===== config.mk =====
export PLATFORM = sky130hd
export DESIGN_NAME = audio_reserve_credit_pacer_flat
export DESIGN_NICKNAME = d
export VERILOG_FILES = /design/src/rtl/core/arcp_pkg.sv /design/src/rtl/core/arcp_if.sv /design/src/rtl/core/arcp_cfg.sv /design/src/rtl/core/arcp_credit.sv /design/src/rtl/core/arcp_pace.sv /design/src/rtl/core/audio_reserve_credit_pacer.sv /design/src/flat_wrapper.sv
export SDC_FILE = /design/constraint.sdc
export NUM_CORES = 2
export LEC_CHECK = 0
export BUFFER_PORTS_ARGS = -buffer_cell sky130_fd_sc_hd__buf_4
export CORE_MARGIN = 1
export CORE_UTILIZATION = 65
export CTS_CLUSTER_DIAMETER = 200
export DETAILED_ROUTE_END_ITERATION = 10
export HOLD_SLACK_MARGIN = 0.06
export PLACE_DENSITY = 0.9
export SYNTH_ARGS = -nofsm -noshare
export SYNTH_HDL_FRONTEND = slang
export SYNTH_SLANG_ARGS = --single-unit

===== constraint.sdc =====
create_clock -name clk -period 20.4 [get_ports clk]
set_clock_uncertainty 0.15 [all_clocks]
set_input_delay 1.02 -clock clk [delete_from_list [all_inputs] [get_ports clk]]
set_output_delay 1.02 -clock clk [all_outputs]
set_load 0.02 [all_outputs]

===== src/rtl/core/arcp_pkg.sv =====
`timescale 1ns / 1ps
`default_nettype none

package arcp_pkg;

  localparam int unsigned MAX_PER_PACKET_DEF = 32768;
  localparam int unsigned GAP_LIMIT_DEF      = 262144;

  localparam int unsigned CFG_ADDR_W    = 4;
  localparam int unsigned CFG_DATA_W    = 32;
  localparam int unsigned BYTES_PER_MS  = 192;
  localparam int unsigned LEAD_COUNT    = 5;
  localparam int unsigned DEFAULT_LEAD  = 64;
  localparam logic [2:0]  RESERVE_RESET = 3'd3;

  localparam logic [7:0] LEAD_MS [LEAD_COUNT] = '{8'd0, 8'd16, 8'd32, 8'd64, 8'd128};

  typedef enum logic [1:0] {
    REG_AUDIO_ENABLE    = 2'd0,
    REG_BYTES_PER_FIELD = 2'd1,
    REG_RESERVE_SELECT  = 2'd2
  } reg_index_t;

  typedef enum logic [1:0] {
    PRIME_NONE  = 2'd0,
    PRIME_READY = 2'd1,
    PRIME_CLOCK = 2'd2,
    PRIME_GAP   = 2'd3
  } prime_code_t;

  typedef struct packed {
    logic              audio_enable;
    logic [31:0]       bytes_per_field;
    logic [2:0]        reserve_select;
  } cfg_t;

  typedef struct packed {
    logic              link_up;
    logic              restart;
    logic [31:0]       display_count;
    logic              display_audio_on;
    logic signed [31:0] budget_position;
    logic [19:0]       bytes_buffered;
  } in_item_t;

  typedef struct packed {
    logic              active;
    prime_code_t       prime_code;
    logic [63:0]       product;
    logic signed [31:0] budget_position;
    logic [19:0]       bytes_buffered;
  } credit_t;

  typedef struct packed {
    logic [30:0]       played_bytes;
    logic [15:0]       silence_bytes;
    logic [15:0]       data_bytes;
    logic              send_valid;
    prime_code_t       prime_code;
  } out_item_t;

  function automatic logic [14:0] reserve_bytes(input logic [2:0] sel);
    logic [7:0] ms;
    ms = (sel < 3'(LEAD_COUNT)) ? LEAD_MS[sel] : 8'(DEFAULT_LEAD);
    return 15'(ms * BYTES_PER_MS);
  endfunction

endpackage

`default_nettype wire


===== src/rtl/core/arcp_if.sv =====
`timescale 1ns / 1ps
`default_nettype none

interface arcp_in_if;
  logic              valid;
  logic              ready;
  logic              link_up;
  logic              restart;
  logic [31:0]       display_count;
  logic              display_audio_on;
  logic signed [31:0] budget_position;
  logic [19:0]       bytes_buffered;

  modport source (
    output valid, link_up, restart, display_count, display_audio_on,
           budget_position, bytes_buffered,
    input  ready
  );
  modport sink (
    input  valid, link_up, restart, display_count, display_audio_on,
           budget_position, bytes_buffered,
    output ready
  );
endinterface

interface arcp_out_if;
  logic        valid;
  logic        ready;
  logic [30:0] played_bytes;
  logic [15:0] silence_bytes;
  logic [15:0] data_bytes;
  logic        send_valid;
  logic [1:0]  prime_code;

  modport source (
    output valid, played_bytes, silence_bytes, data_bytes, send_valid, prime_code,
    input  ready
  );
  modport sink (
    input  valid, played_bytes, silence_bytes, data_bytes, send_valid, prime_code,
    output ready
  );
endinterface

`default_nettype wire


===== src/rtl/core/arcp_cfg.sv =====
`timescale 1ns / 1ps
`default_nettype none

module arcp_cfg (
  input  wire logic                                  clk,
  input  wire logic                                  rst_n,
  input  wire logic                                  psel,
  input  wire logic                                  penable,
  input  wire logic                                  pwrite,
  input  wire logic [arcp_pkg::CFG_ADDR_W-1:0]       paddr,
  input  wire logic [arcp_pkg::CFG_DATA_W-1:0]       pwdata,
  output logic      [arcp_pkg::CFG_DATA_W-1:0]       prdata,
  output logic                                       pready,
  output arcp_pkg::cfg_t                             cfg
);

  arcp_pkg::cfg_t cfg_r;
  arcp_pkg::reg_index_t idx;
  logic wr_en;

  always_comb begin
    idx   = arcp_pkg::reg_index_t'(paddr[3:2]);
    wr_en = psel & penable & pwrite;
  end

  always_ff @(posedge clk) begin
    if (!rst_n) begin
      cfg_r.audio_enable    <= 1'b0;
      cfg_r.bytes_per_field <= '0;
      cfg_r.reserve_select  <= arcp_pkg::RESERVE_RESET;
    end else if (wr_en) begin
      unique case (idx)
        arcp_pkg::REG_AUDIO_ENABLE:    cfg_r.audio_enable    <= pwdata[0];
        arcp_pkg::REG_BYTES_PER_FIELD: cfg_r.bytes_per_field <= pwdata;
        arcp_pkg::REG_RESERVE_SELECT:  cfg_r.reserve_select  <= pwdata[2:0];
        default: ;
      endcase
    end
  end

  always_comb begin
    unique case (idx)
      arcp_pkg::REG_AUDIO_ENABLE:    prdata = {31'b0, cfg_r.audio_enable};
      arcp_pkg::REG_BYTES_PER_FIELD: prdata = cfg_r.bytes_per_field;
      arcp_pkg::REG_RESERVE_SELECT:  prdata = {29'b0, cfg_r.reserve_select};
      default:                       prdata = '0;
    endcase
  end

  assign pready = 1'b1;
  assign cfg    = cfg_r;

endmodule

`default_nettype wire


===== src/rtl/core/arcp_credit.sv =====
`timescale 1ns / 1ps
`default_nettype none

module arcp_credit (
  input  wire logic               clk,
  input  wire logic               rst_n,
  input  wire arcp_pkg::cfg_t     cfg,
  input  wire logic               s1_v,
  input  wire arcp_pkg::in_item_t s1,
  output logic                    s1_ready,
  output logic                    s2_v,
  output arcp_pkg::credit_t       s2,
  input  wire logic               s2_ready
);

  logic              primed_r, primed_nxt;
  logic [31:0]       last_count_r, last_count_nxt;
  logic              s2_v_r;
  arcp_pkg::credit_t s2_r, s2_nxt;
  logic              primed_eff, path_on, active, reprime, adv;
  logic [31:0]       delta;

  always_comb begin
    primed_eff = primed_r & ~s1.restart;
    path_on    = cfg.audio_enable & s1.link_up;
    active     = path_on & s1.display_audio_on;
    reprime    = !primed_eff || (s1.display_count < last_count_r);
    delta      = s1.display_count - last_count_r;

    primed_nxt     = primed_eff;
    last_count_nxt = last_count_r;
    if (path_on) begin
      primed_nxt = s1.display_audio_on;
      if (active) begin
        last_count_nxt = s1.display_count;
      end
    end

    s2_nxt.active          = active;
    s2_nxt.prime_code      = (!active || !reprime) ? arcp_pkg::PRIME_NONE :
                             (primed_eff ? arcp_pkg::PRIME_CLOCK : arcp_pkg::PRIME_READY);
    s2_nxt.product         = 64'(delta) * 64'(cfg.bytes_per_field);
    s2_nxt.budget_position = s1.budget_position;
    s2_nxt.bytes_buffered  = s1.bytes_buffered;
  end

  assign s1_ready = !s2_v_r || s2_ready;
  assign adv      = s1_v & s1_ready;

  always_ff @(posedge clk) begin
    if (!rst_n) begin
      primed_r     <= 1'b0;
      last_count_r <= '0;
      s2_v_r       <= 1'b0;
    end else begin
      if (s1_ready) begin
        s2_v_r <= s1_v;
      end
      if (adv) begin
        primed_r     <= primed_nxt;
        last_count_r <= last_count_nxt;
      end
    end
  end

  always_ff @(posedge clk) begin
    if (adv) begin
      s2_r <= s2_nxt;
    end
  end

  assign s2_v = s2_v_r;
  assign s2   = s2_r;

`ifndef ASSERT_OFF
  a_active_leaves_primed: assert property (@(posedge clk) disable iff (!rst_n)
    (adv && active) |=> primed_r)
    else $error("credit stage did not leave the block primed after an active frame");
`endif

endmodule

`default_nettype wire


===== src/rtl/core/arcp_pace.sv =====
`timescale 1ns / 1ps
`default_nettype none

module arcp_pace #(
  parameter int unsigned MAX_PER_PACKET = arcp_pkg::MAX_PER_PACKET_DEF,
  parameter int unsigned GAP_LIMIT      = arcp_pkg::GAP_LIMIT_DEF
) (
  input  wire logic              clk,
  input  wire logic              rst_n,
  input  wire arcp_pkg::cfg_t    cfg,
  input  wire logic              s2_v,
  input  wire arcp_pkg::credit_t s2,
  output logic                   s2_ready,
  output logic                   out_v,
  output arcp_pkg::out_item_t    out_item,
  input  wire logic              out_ready
);

  localparam logic [15:0]        MAX_PKT = 16'(MAX_PER_PACKET);
  localparam logic signed [63:0] GAP_LIM = 64'(GAP_LIMIT);

  logic [15:0]          carry_r, carry_nxt;
  logic [63:0]          diff_r, diff_nxt;
  logic                 out_v_r;
  arcp_pkg::out_item_t  out_r, out_nxt;
  logic                 adv, reprime;
  logic [63:0]          due, diff_a, owed;
  logic [47:0]          whole;
  logic [15:0]          carry_a;
  logic [30:0]          played;
  logic                 owed_pos, gap_over, send;
  logic signed [33:0]   gap_n, shortfall, want;
  logic [15:0]          field, cap, sil_raw, sil, room, avail_raw, avail;
  logic [16:0]          total;

  always_comb begin
    reprime = (s2.prime_code != arcp_pkg::PRIME_NONE);
    due     = 64'(carry_r) + s2.product;
    whole   = due[63:16];
    if (reprime) begin
      carry_a = '0;
      diff_a  = '0;
      played  = '0;
    end else begin
      carry_a = due[15:0];
      diff_a  = diff_r + 64'(whole);
      played  = (|whole[47:31]) ? '1 : whole[30:0];
    end

    owed     = diff_a + 64'(arcp_pkg::reserve_bytes(cfg.reserve_select));
    owed_pos = !owed[63] && (|owed);
    gap_over = $signed(diff_a) > GAP_LIM;

    field     = cfg.bytes_per_field[31:16];
    gap_n     = $signed(diff_a[33:0]);
    shortfall = -34'(s2.budget_position) - $signed({18'b0, field});
    want      = (gap_n > shortfall) ? gap_n : shortfall;
    cap       = (owed < 64'(MAX_PKT)) ? owed[15:0] : MAX_PKT;

    if (want <= 34'sd0) begin
      sil_raw = '0;
    end else if (want > $signed({18'b0, cap})) begin
      sil_raw = cap;
    end else begin
      sil_raw = want[15:0];
    end
    sil  = {sil_raw[15:2], 2'b00};
    room = cap - sil;

    avail_raw = (s2.bytes_buffered < {4'b0, room}) ? s2.bytes_buffered[15:0] : room;
    avail     = {avail_raw[15:2], 2'b00};
    total     = 17'(sil) + 17'(avail);
    send      = |total;

    carry_nxt = carry_r;
    diff_nxt  = diff_r;
    out_nxt   = '0;
    if (s2.active) begin
      carry_nxt          = carry_a;
      diff_nxt           = diff_a;
      out_nxt.played_bytes = played;
      out_nxt.prime_code   = s2.prime_code;
      if (owed_pos) begin
        if (gap_over) begin
          out_nxt.prime_code = arcp_pkg::PRIME_GAP;
          carry_nxt          = '0;
          diff_nxt           = '0;
        end else if (send) begin
          diff_nxt              = diff_a - 64'(total);
          out_nxt.silence_bytes = sil;
          out_nxt.data_bytes    = avail;
          out_nxt.send_valid    = 1'b1;
        end
      end
    end
  end

  assign s2_ready = !out_v_r || out_ready;
  assign adv      = s2_v & s2_ready;

  always_ff @(posedge clk) begin
    if (!rst_n) begin
      out_v_r <= 1'b0;
      carry_r <= '0;
      diff_r  <= '0;
    end else begin
      if (s2_ready) begin
        out_v_r <= s2_v;
      end
      if (adv) begin
        carry_r <= carry_nxt;
        diff_r  <= diff_nxt;
      end
    end
  end

  always_ff @(posedge clk) begin
    if (adv) begin
      out_r <= out_nxt;
    end
  end

  assign out_v    = out_v_r;
  assign out_item = out_r;

`ifndef ASSERT_OFF
  a_send_aligned: assert property (@(posedge clk) disable iff (!rst_n)
    (out_v_r && out_r.send_valid) |->
      (out_r.silence_bytes[1:0] == 2'b00 && out_r.data_bytes[1:0] == 2'b00 &&
       (out_r.silence_bytes != 16'd0 || out_r.data_bytes != 16'd0)))
    else $error("packet sizes are not whole words or the packet is empty");

  a_packet_cap: assert property (@(posedge clk) disable iff (!rst_n)
    out_v_r |-> (17'(out_r.silence_bytes) + 17'(out_r.data_bytes) <= 17'(MAX_PKT)))
    else $error("packet exceeds the per-packet limit");

  a_gap_no_send: assert property (@(posedge clk) disable iff (!rst_n)
    (out_v_r && out_r.prime_code == arcp_pkg::PRIME_GAP) |->
      (!out_r.send_valid && out_r.silence_bytes == 16'd0 && out_r.data_bytes == 16'd0))
    else $error("a gap reset transaction also carries a packet");
`endif

endmodule

`default_nettype wire


===== src/rtl/core/audio_reserve_credit_pacer.sv =====
`timescale 1ns / 1ps
`default_nettype none

// Once per video frame this block takes the display's acknowledged field count and
// returns one transaction with the bytes credited as played, the silence and data
// bytes to send, and a priming code. An item passes through three registers (input,
// credit with its 32 by 32 multiply, and pacing/result). A new item is taken every
// cycle unless out_chan.ready holds the output back; the rate is one item per cycle,
// set by the state update in each of the two working stages. Configuration must be
// written through the APB port only while no item is in flight, a rule for the user
// that the block itself does not enforce; addresses 0, 4 and 8 hold audio enable,
// bytes per field (Q16.16) and the reserve selection.
module audio_reserve_credit_pacer #(
  parameter int unsigned MAX_PER_PACKET = arcp_pkg::MAX_PER_PACKET_DEF,
  parameter int unsigned GAP_LIMIT      = arcp_pkg::GAP_LIMIT_DEF
) (
  input  wire logic                            clk,
  input  wire logic                            rst_n,
  arcp_in_if.sink                              in_chan,
  arcp_out_if.source                           out_chan,
  input  wire logic                            psel,
  input  wire logic                            penable,
  input  wire logic                            pwrite,
  input  wire logic [arcp_pkg::CFG_ADDR_W-1:0] paddr,
  input  wire logic [arcp_pkg::CFG_DATA_W-1:0] pwdata,
  output logic      [arcp_pkg::CFG_DATA_W-1:0] prdata,
  output logic                                 pready
);

  arcp_pkg::cfg_t      cfg;
  arcp_pkg::in_item_t  in_item, s1_r;
  logic                s1_v_r, s1_ready, in_ready;
  logic                s2_v, s2_ready, out_v;
  arcp_pkg::credit_t   s2;
  arcp_pkg::out_item_t out_item;

  arcp_cfg u_cfg (
    .clk     (clk),
    .rst_n   (rst_n),
    .psel    (psel),
    .penable (penable),
    .pwrite  (pwrite),
    .paddr   (paddr),
    .pwdata  (pwdata),
    .prdata  (prdata),
    .pready  (pready),
    .cfg     (cfg)
  );

  always_comb begin
    in_item.link_up          = in_chan.link_up;
    in_item.restart          = in_chan.restart;
    in_item.display_count    = in_chan.display_count;
    in_item.display_audio_on = in_chan.display_audio_on;
    in_item.budget_position  = in_chan.budget_position;
    in_item.bytes_buffered   = in_chan.bytes_buffered;
  end

  assign in_ready      = !s1_v_r || s1_ready;
  assign in_chan.ready = in_ready;

  always_ff @(posedge clk) begin
    if (!rst_n) begin
      s1_v_r <= 1'b0;
    end else if (in_ready) begin
      s1_v_r <= in_chan.valid;
    end
  end

  always_ff @(posedge clk) begin
    if (in_ready && in_chan.valid) begin
      s1_r <= in_item;
    end
  end

  arcp_credit u_credit (
    .clk      (clk),
    .rst_n    (rst_n),
    .cfg      (cfg),
    .s1_v     (s1_v_r),
    .s1       (s1_r),
    .s1_ready (s1_ready),
    .s2_v     (s2_v),
    .s2       (s2),
    .s2_ready (s2_ready)
  );

  arcp_pace #(
    .MAX_PER_PACKET (MAX_PER_PACKET),
    .GAP_LIMIT      (GAP_LIMIT)
  ) u_pace (
    .clk       (clk),
    .rst_n     (rst_n),
    .cfg       (cfg),
    .s2_v      (s2_v),
    .s2        (s2),
    .s2_ready  (s2_ready),
    .out_v     (out_v),
    .out_item  (out_item),
    .out_ready (out_chan.ready)
  );

  always_comb begin
    out_chan.valid         = out_v;
    out_chan.played_bytes  = out_item.played_bytes;
    out_chan.silence_bytes = out_item.silence_bytes;
    out_chan.data_bytes    = out_item.data_bytes;
    out_chan.send_valid    = out_item.send_valid;
    out_chan.prime_code    = out_item.prime_code;
  end

endmodule

`default_nettype wire


===== src/flat_wrapper.sv =====
// flat-port wrapper written by rule: the top's interface ports become plain ports
module audio_reserve_credit_pacer_flat 
#(
  parameter int unsigned MAX_PER_PACKET = arcp_pkg::MAX_PER_PACKET_DEF,
  parameter int unsigned GAP_LIMIT      = arcp_pkg::GAP_LIMIT_DEF
)
  (clk, rst_n, psel, penable, pwrite, paddr, pwdata, prdata, pready, in_chan_valid, in_chan_link_up, in_chan_restart, in_chan_display_count, in_chan_display_audio_on, in_chan_budget_position, in_chan_bytes_buffered, in_chan_ready, out_chan_valid, out_chan_played_bytes, out_chan_silence_bytes, out_chan_data_bytes, out_chan_send_valid, out_chan_prime_code, out_chan_ready);
  arcp_in_if in_chan_i ();
  arcp_out_if out_chan_i ();
  input  wire logic clk;
  input  wire logic rst_n;
  input  wire logic psel;
  input  wire logic penable;
  input  wire logic pwrite;
  input  wire logic [arcp_pkg::CFG_ADDR_W-1:0] paddr;
  input  wire logic [arcp_pkg::CFG_DATA_W-1:0] pwdata;
  output logic      [arcp_pkg::CFG_DATA_W-1:0] prdata;
  output logic pready;
  input wire logic [$bits(in_chan_i.valid)-1:0] in_chan_valid;
  input wire logic [$bits(in_chan_i.link_up)-1:0] in_chan_link_up;
  input wire logic [$bits(in_chan_i.restart)-1:0] in_chan_restart;
  input wire logic [$bits(in_chan_i.display_count)-1:0] in_chan_display_count;
  input wire logic [$bits(in_chan_i.display_audio_on)-1:0] in_chan_display_audio_on;
  input wire logic [$bits(in_chan_i.budget_position)-1:0] in_chan_budget_position;
  input wire logic [$bits(in_chan_i.bytes_buffered)-1:0] in_chan_bytes_buffered;
  output wire logic [$bits(in_chan_i.ready)-1:0] in_chan_ready;
  output wire logic [$bits(out_chan_i.valid)-1:0] out_chan_valid;
  output wire logic [$bits(out_chan_i.played_bytes)-1:0] out_chan_played_bytes;
  output wire logic [$bits(out_chan_i.silence_bytes)-1:0] out_chan_silence_bytes;
  output wire logic [$bits(out_chan_i.data_bytes)-1:0] out_chan_data_bytes;
  output wire logic [$bits(out_chan_i.send_valid)-1:0] out_chan_send_valid;
  output wire logic [$bits(out_chan_i.prime_code)-1:0] out_chan_prime_code;
  input wire logic [$bits(out_chan_i.ready)-1:0] out_chan_ready;
  assign in_chan_i.valid = in_chan_valid;
  assign in_chan_i.link_up = in_chan_link_up;
  assign in_chan_i.restart = in_chan_restart;
  assign in_chan_i.display_count = in_chan_display_count;
  assign in_chan_i.display_audio_on = in_chan_display_audio_on;
  assign in_chan_i.budget_position = in_chan_budget_position;
  assign in_chan_i.bytes_buffered = in_chan_bytes_buffered;
  assign in_chan_ready = in_chan_i.ready;
  assign out_chan_valid = out_chan_i.valid;
  assign out_chan_played_bytes = out_chan_i.played_bytes;
  assign out_chan_silence_bytes = out_chan_i.silence_bytes;
  assign out_chan_data_bytes = out_chan_i.data_bytes;
  assign out_chan_send_valid = out_chan_i.send_valid;
  assign out_chan_prime_code = out_chan_i.prime_code;
  assign out_chan_i.ready = out_chan_ready;
  audio_reserve_credit_pacer #(.MAX_PER_PACKET(MAX_PER_PACKET), .GAP_LIMIT(GAP_LIMIT)) u_core (.clk(clk), .rst_n(rst_n), .in_chan(in_chan_i), .out_chan(out_chan_i), .psel(psel), .penable(penable), .pwrite(pwrite), .paddr(paddr), .pwdata(pwdata), .prdata(prdata), .pready(pready));
endmodule

==> impl_metrics.toml <==
[status]
outcome = "complete, no violations"

[critical_path]
critPathLaunchType = "register"
worst-r2r-setup-slack_ns = 0.70
worstReg2RegStart = "u_core.u_credit.s2[53]"
crit_path_max_fanout = 11
crit_type = "register to register"
slowest_stage = "xnor2_1"
crit_path_frequent_cell = "a21o_1"
path_buf_inv = 10
r2r_cells = 90
max_stage_delay_ns = 0.75
regToRegEndpoint = "u_core.u_pace.diff_r[29]"
crit_family = "compound AO/OA/AOI/OAI gates"
arrival_ns = 20.13
critPathRequiredTime_ns = 20.83
end_kind = "register"

[clock_network]
cts.sinks = 420
clkTransAtPathRegs_ns = 0.06
cts_buffer_depth = 3
cts_tree = "built"
clock_latency_ns = 0.66
numCtsBuffers = 49
h-tree-depth = 2
clock_tree.root_cell = "clkbuf_16"

[min_path]
hp-start = "u_core.s1_r[46]"
min_path_cells = 0
holdPathEnd = "u_core.u_credit.s2[46]"
hold_class = "register to register"

[route]
routedWlPerCell_um = 23.3
drtIter0Drc = 5801
drc = 0
drt-total-wl_um = 196000
avgViaCountPerCell = 6.26
antenna_left = 0
drt_pass1_iterations = 8
vias = 52700

[sta]
layout_min_cycle_time_ns = 19.70
tightest_slew_ns = 1.26
drv_slew = 0
fin_setup_tns_ns = 0
setup_ws_ns = 0.700
slew_headroom_pct = 15.7
period_share_pct = 96.6
setup-violations-final = 0
fmax_mhz = 50.8
hold_violations = 0

[floorplan]
core.rowCount = 112
initial_core_util_pct = 65.9
dieArea_um2 = 96100
die_y_um = 310
ios = 231
core_area_um2 = 93600
chipWidth_um = 310

[yosys]
synthFlopType = "edfxtp_1"
syn_area_um2 = 61700
synth-edff-count = 268
syn_inst = 6895
synth_warnings = 0
ys_seq_elements = 420
seq_area_frac_synth_pct = 18.0
synthArstFlopShare_pct = 0
synthDistinctLibCells = 107
syn-mean-instance-area_um2 = 8.95

[global_route]
grt_pass1_wl_um = 304000
grt_pass1_vias = 56000
grt.total_usage_pct = 41.3
grt_max_degree = 88
grt_overflow = 0
antenna_found_initial = 6

[cells_and_area]
fin_util_pct = 72.7
nets = 8683
area_delta_synth_final_pct = 10.4
drive_gt1_share_pct = 10.7
instances_no_fill = 8418

[power_and_ir_drop]
p_leak_nw = 32.5
switchingPower_w = 0.00135
sw_frac_of_total_pct = 39.1
seqPwrFrac_pct = 28.0
power_w = 0.00347
internal_power_w = 0.00211
power_frac_comb_pct = 44.3
vdd_drop_max_mv = 0.0635
cellPowerDensity_nw_per_um2 = 50.9
clkPwrFrac_pct = 27.7

[job]
max_cap_viol_count = 0

[place]
gp_congestion = 1.03
dp_cells = 8310
pre_cts_slack_ns = 0.217
dpl.hpwl_um = 148000
port_buffers = 223
-- synthesized netlist by cell type, types with 9 or more instances --
cell type,count,area share (%)
o21ai_1,12,0.097
edfxtp_1,268,13
nand4_1,65,0.66
nor2b_1,74,0.75
xor2_1,86,1.2
ha_1,524,11
o21ai_0,155,1.3
a21boi_0,78,0.95
nor4_1,31,0.31
and4_1,16,0.23
a21oi_1,261,2.1
nand3_1,81,0.66
or4_1,9,0.11
or2_2,25,0.25
o211ai_1,24,0.29
xnor2_1,160,2.3
dfxtp_1,152,4.9
inv_1,1199,7.3
buf_1,11,0.067
a21o_1,117,1.4
fa_1,905,29
a22o_1,10,0.14
and3_1,62,0.63
clkbuf_1,295,1.8
o21bai_1,30,0.37
and2_1,309,3.1
o31ai_1,19,0.23
nor3_1,76,0.62
nor2_1,239,1.5
a211o_1,20,0.28
or3_1,35,0.36
nand2_1,1114,6.8
a22oi_1,17,0.21
a31oi_1,29,0.29
nand2b_1,42,0.43
mux2_2,18,0.33
o31a_1,9,0.13
mux2i_1,41,0.67
a211oi_1,28,0.34
o21a_1,35,0.43
nor3b_1,10,0.12
buf_2,10,0.081
a221o_1,39,0.63
-- layout make-up --
cell class	count	area (um2)
fill	6523	25500
clock inverter	27	379
clock buffer	63	1340
sequential	420	11100
inverter	1202	4510
timing repair buffer	501	3830
multi-input combinational	4950	45300
antenna	1	2.50
tap	1254	1570
-- flip-flops by register name (all words and copies together) (netlist names) --
register,count
u_core.s1_r,87
u_core.s1_v_r,1
u_core.u_cfg.cfg,36
u_core.u_credit.last_count_r,32
u_core.u_credit.primed_r,1
u_core.u_credit.s2,119
u_core.u_credit.s2_v,1
u_core.u_pace.carry_r,16
u_core.u_pace.diff_r,64
u_core.u_pace.out_item,62
u_core.u_pace.out_v,1
-- per-layer routing --
metal	part of all wire (%)	track usage [%]
met1	34	48.7
met2	46	67.6
met4	7.1	25.8
met3	12	10.6
met5	0.022	0
-- kinds of logic after synthesis --
logic type / synth area share (%)
multiplexers: 1.21
buffers and inverters: 9.41
AO/OA/AOI/OAI: 10.4
flip-flops: 18.0
adder cells (fa/ha/maj): 40.1
AND/OR/NAND/NOR: 17.4
XOR/XNOR: 3.49
other: 0.0122
-- repair_timing --
action	in CTS	in global routing
gates cloned	0	3
setup buffers	1	13
resized for setup	0	65
hold buffers	0	0
endpoints found under the setup margin	15	91
pin swaps	1	21
endpoints found under the hold margin	0	0
-- power groups by stage --
| stage | Combinational (W) | Sequential (W) | Clock, W |
|---|---|---|---|
| finish | 0.00153 | 0.000971 | 0.000961 |
| global route | 0.00164 | 0.000973 | 0.000995 |
| CTS | 0.00147 | 0.000970 | 0.000964 |
| detailed placement | 0.00145 | 0.000987 | 0 |
| global placement | 0.00142 | 0.000985 | 0 |
| floorplan | 0.000882 | 0.000984 | 0 |
-- how the worst max path moves through the flow --
stage / start / end / slack (ns) / cells past startpoint
6_report: u_core.u_credit.s2[53] / u_core.u_pace.diff_r[29] / 0.70 / 90
3_5_place_dp: u_core.u_credit.s2[52] / u_core.u_pace.diff_r[29] / 0.22 / 93
4_1_cts: u_core.u_credit.s2[52] / u_core.u_pace.diff_r[41] / 0.11 / 93
2_1_floorplan: u_core.u_credit.s2[52] / u_core.u_pace.diff_r[51] / 1.72 / 97
3_3_place_gp: u_core.u_credit.s2[52] / u_core.u_pace.diff_r[51] / 0.62 / 96
5_1_grt: u_core.u_credit.s2[53] / u_core.u_pace.diff_r[29] / -0.12 / 98
-- cells in the final DEF (no fill, tap or decap), types with 34 or more instances in the layout --
cell          n
and2_1      308
xor2_1       75
a21boi_0     78
nand3_1      80
o21ai_0     150
a21o_1      117
fa_1        902
mux2i_1      40
inv_1      1197
nand2b_1     42
nor2_1      230
and3_1       62
or3_1        34
dfxtp_1     149
ha_1        520
buf_4       494
nand2_1    1113
o21a_1       35
edfxtp_1    268
a21oi_1     246
nor3_1       75
nand4_1      65
a221o_1      39
nor2b_1      71
xnor2_1     136
clkbuf_16    51
-- per-stage QoR --
step                area [um2]  hold WS [ns]
floorplan                61700         0.250
global placement         65900         0.253
detailed placement       65900         0.255
CTS                      67600         0.263
global route             68100         0.271
finish                   68100         0.258
Note: power is estimated with default switching activity, not from simulation.
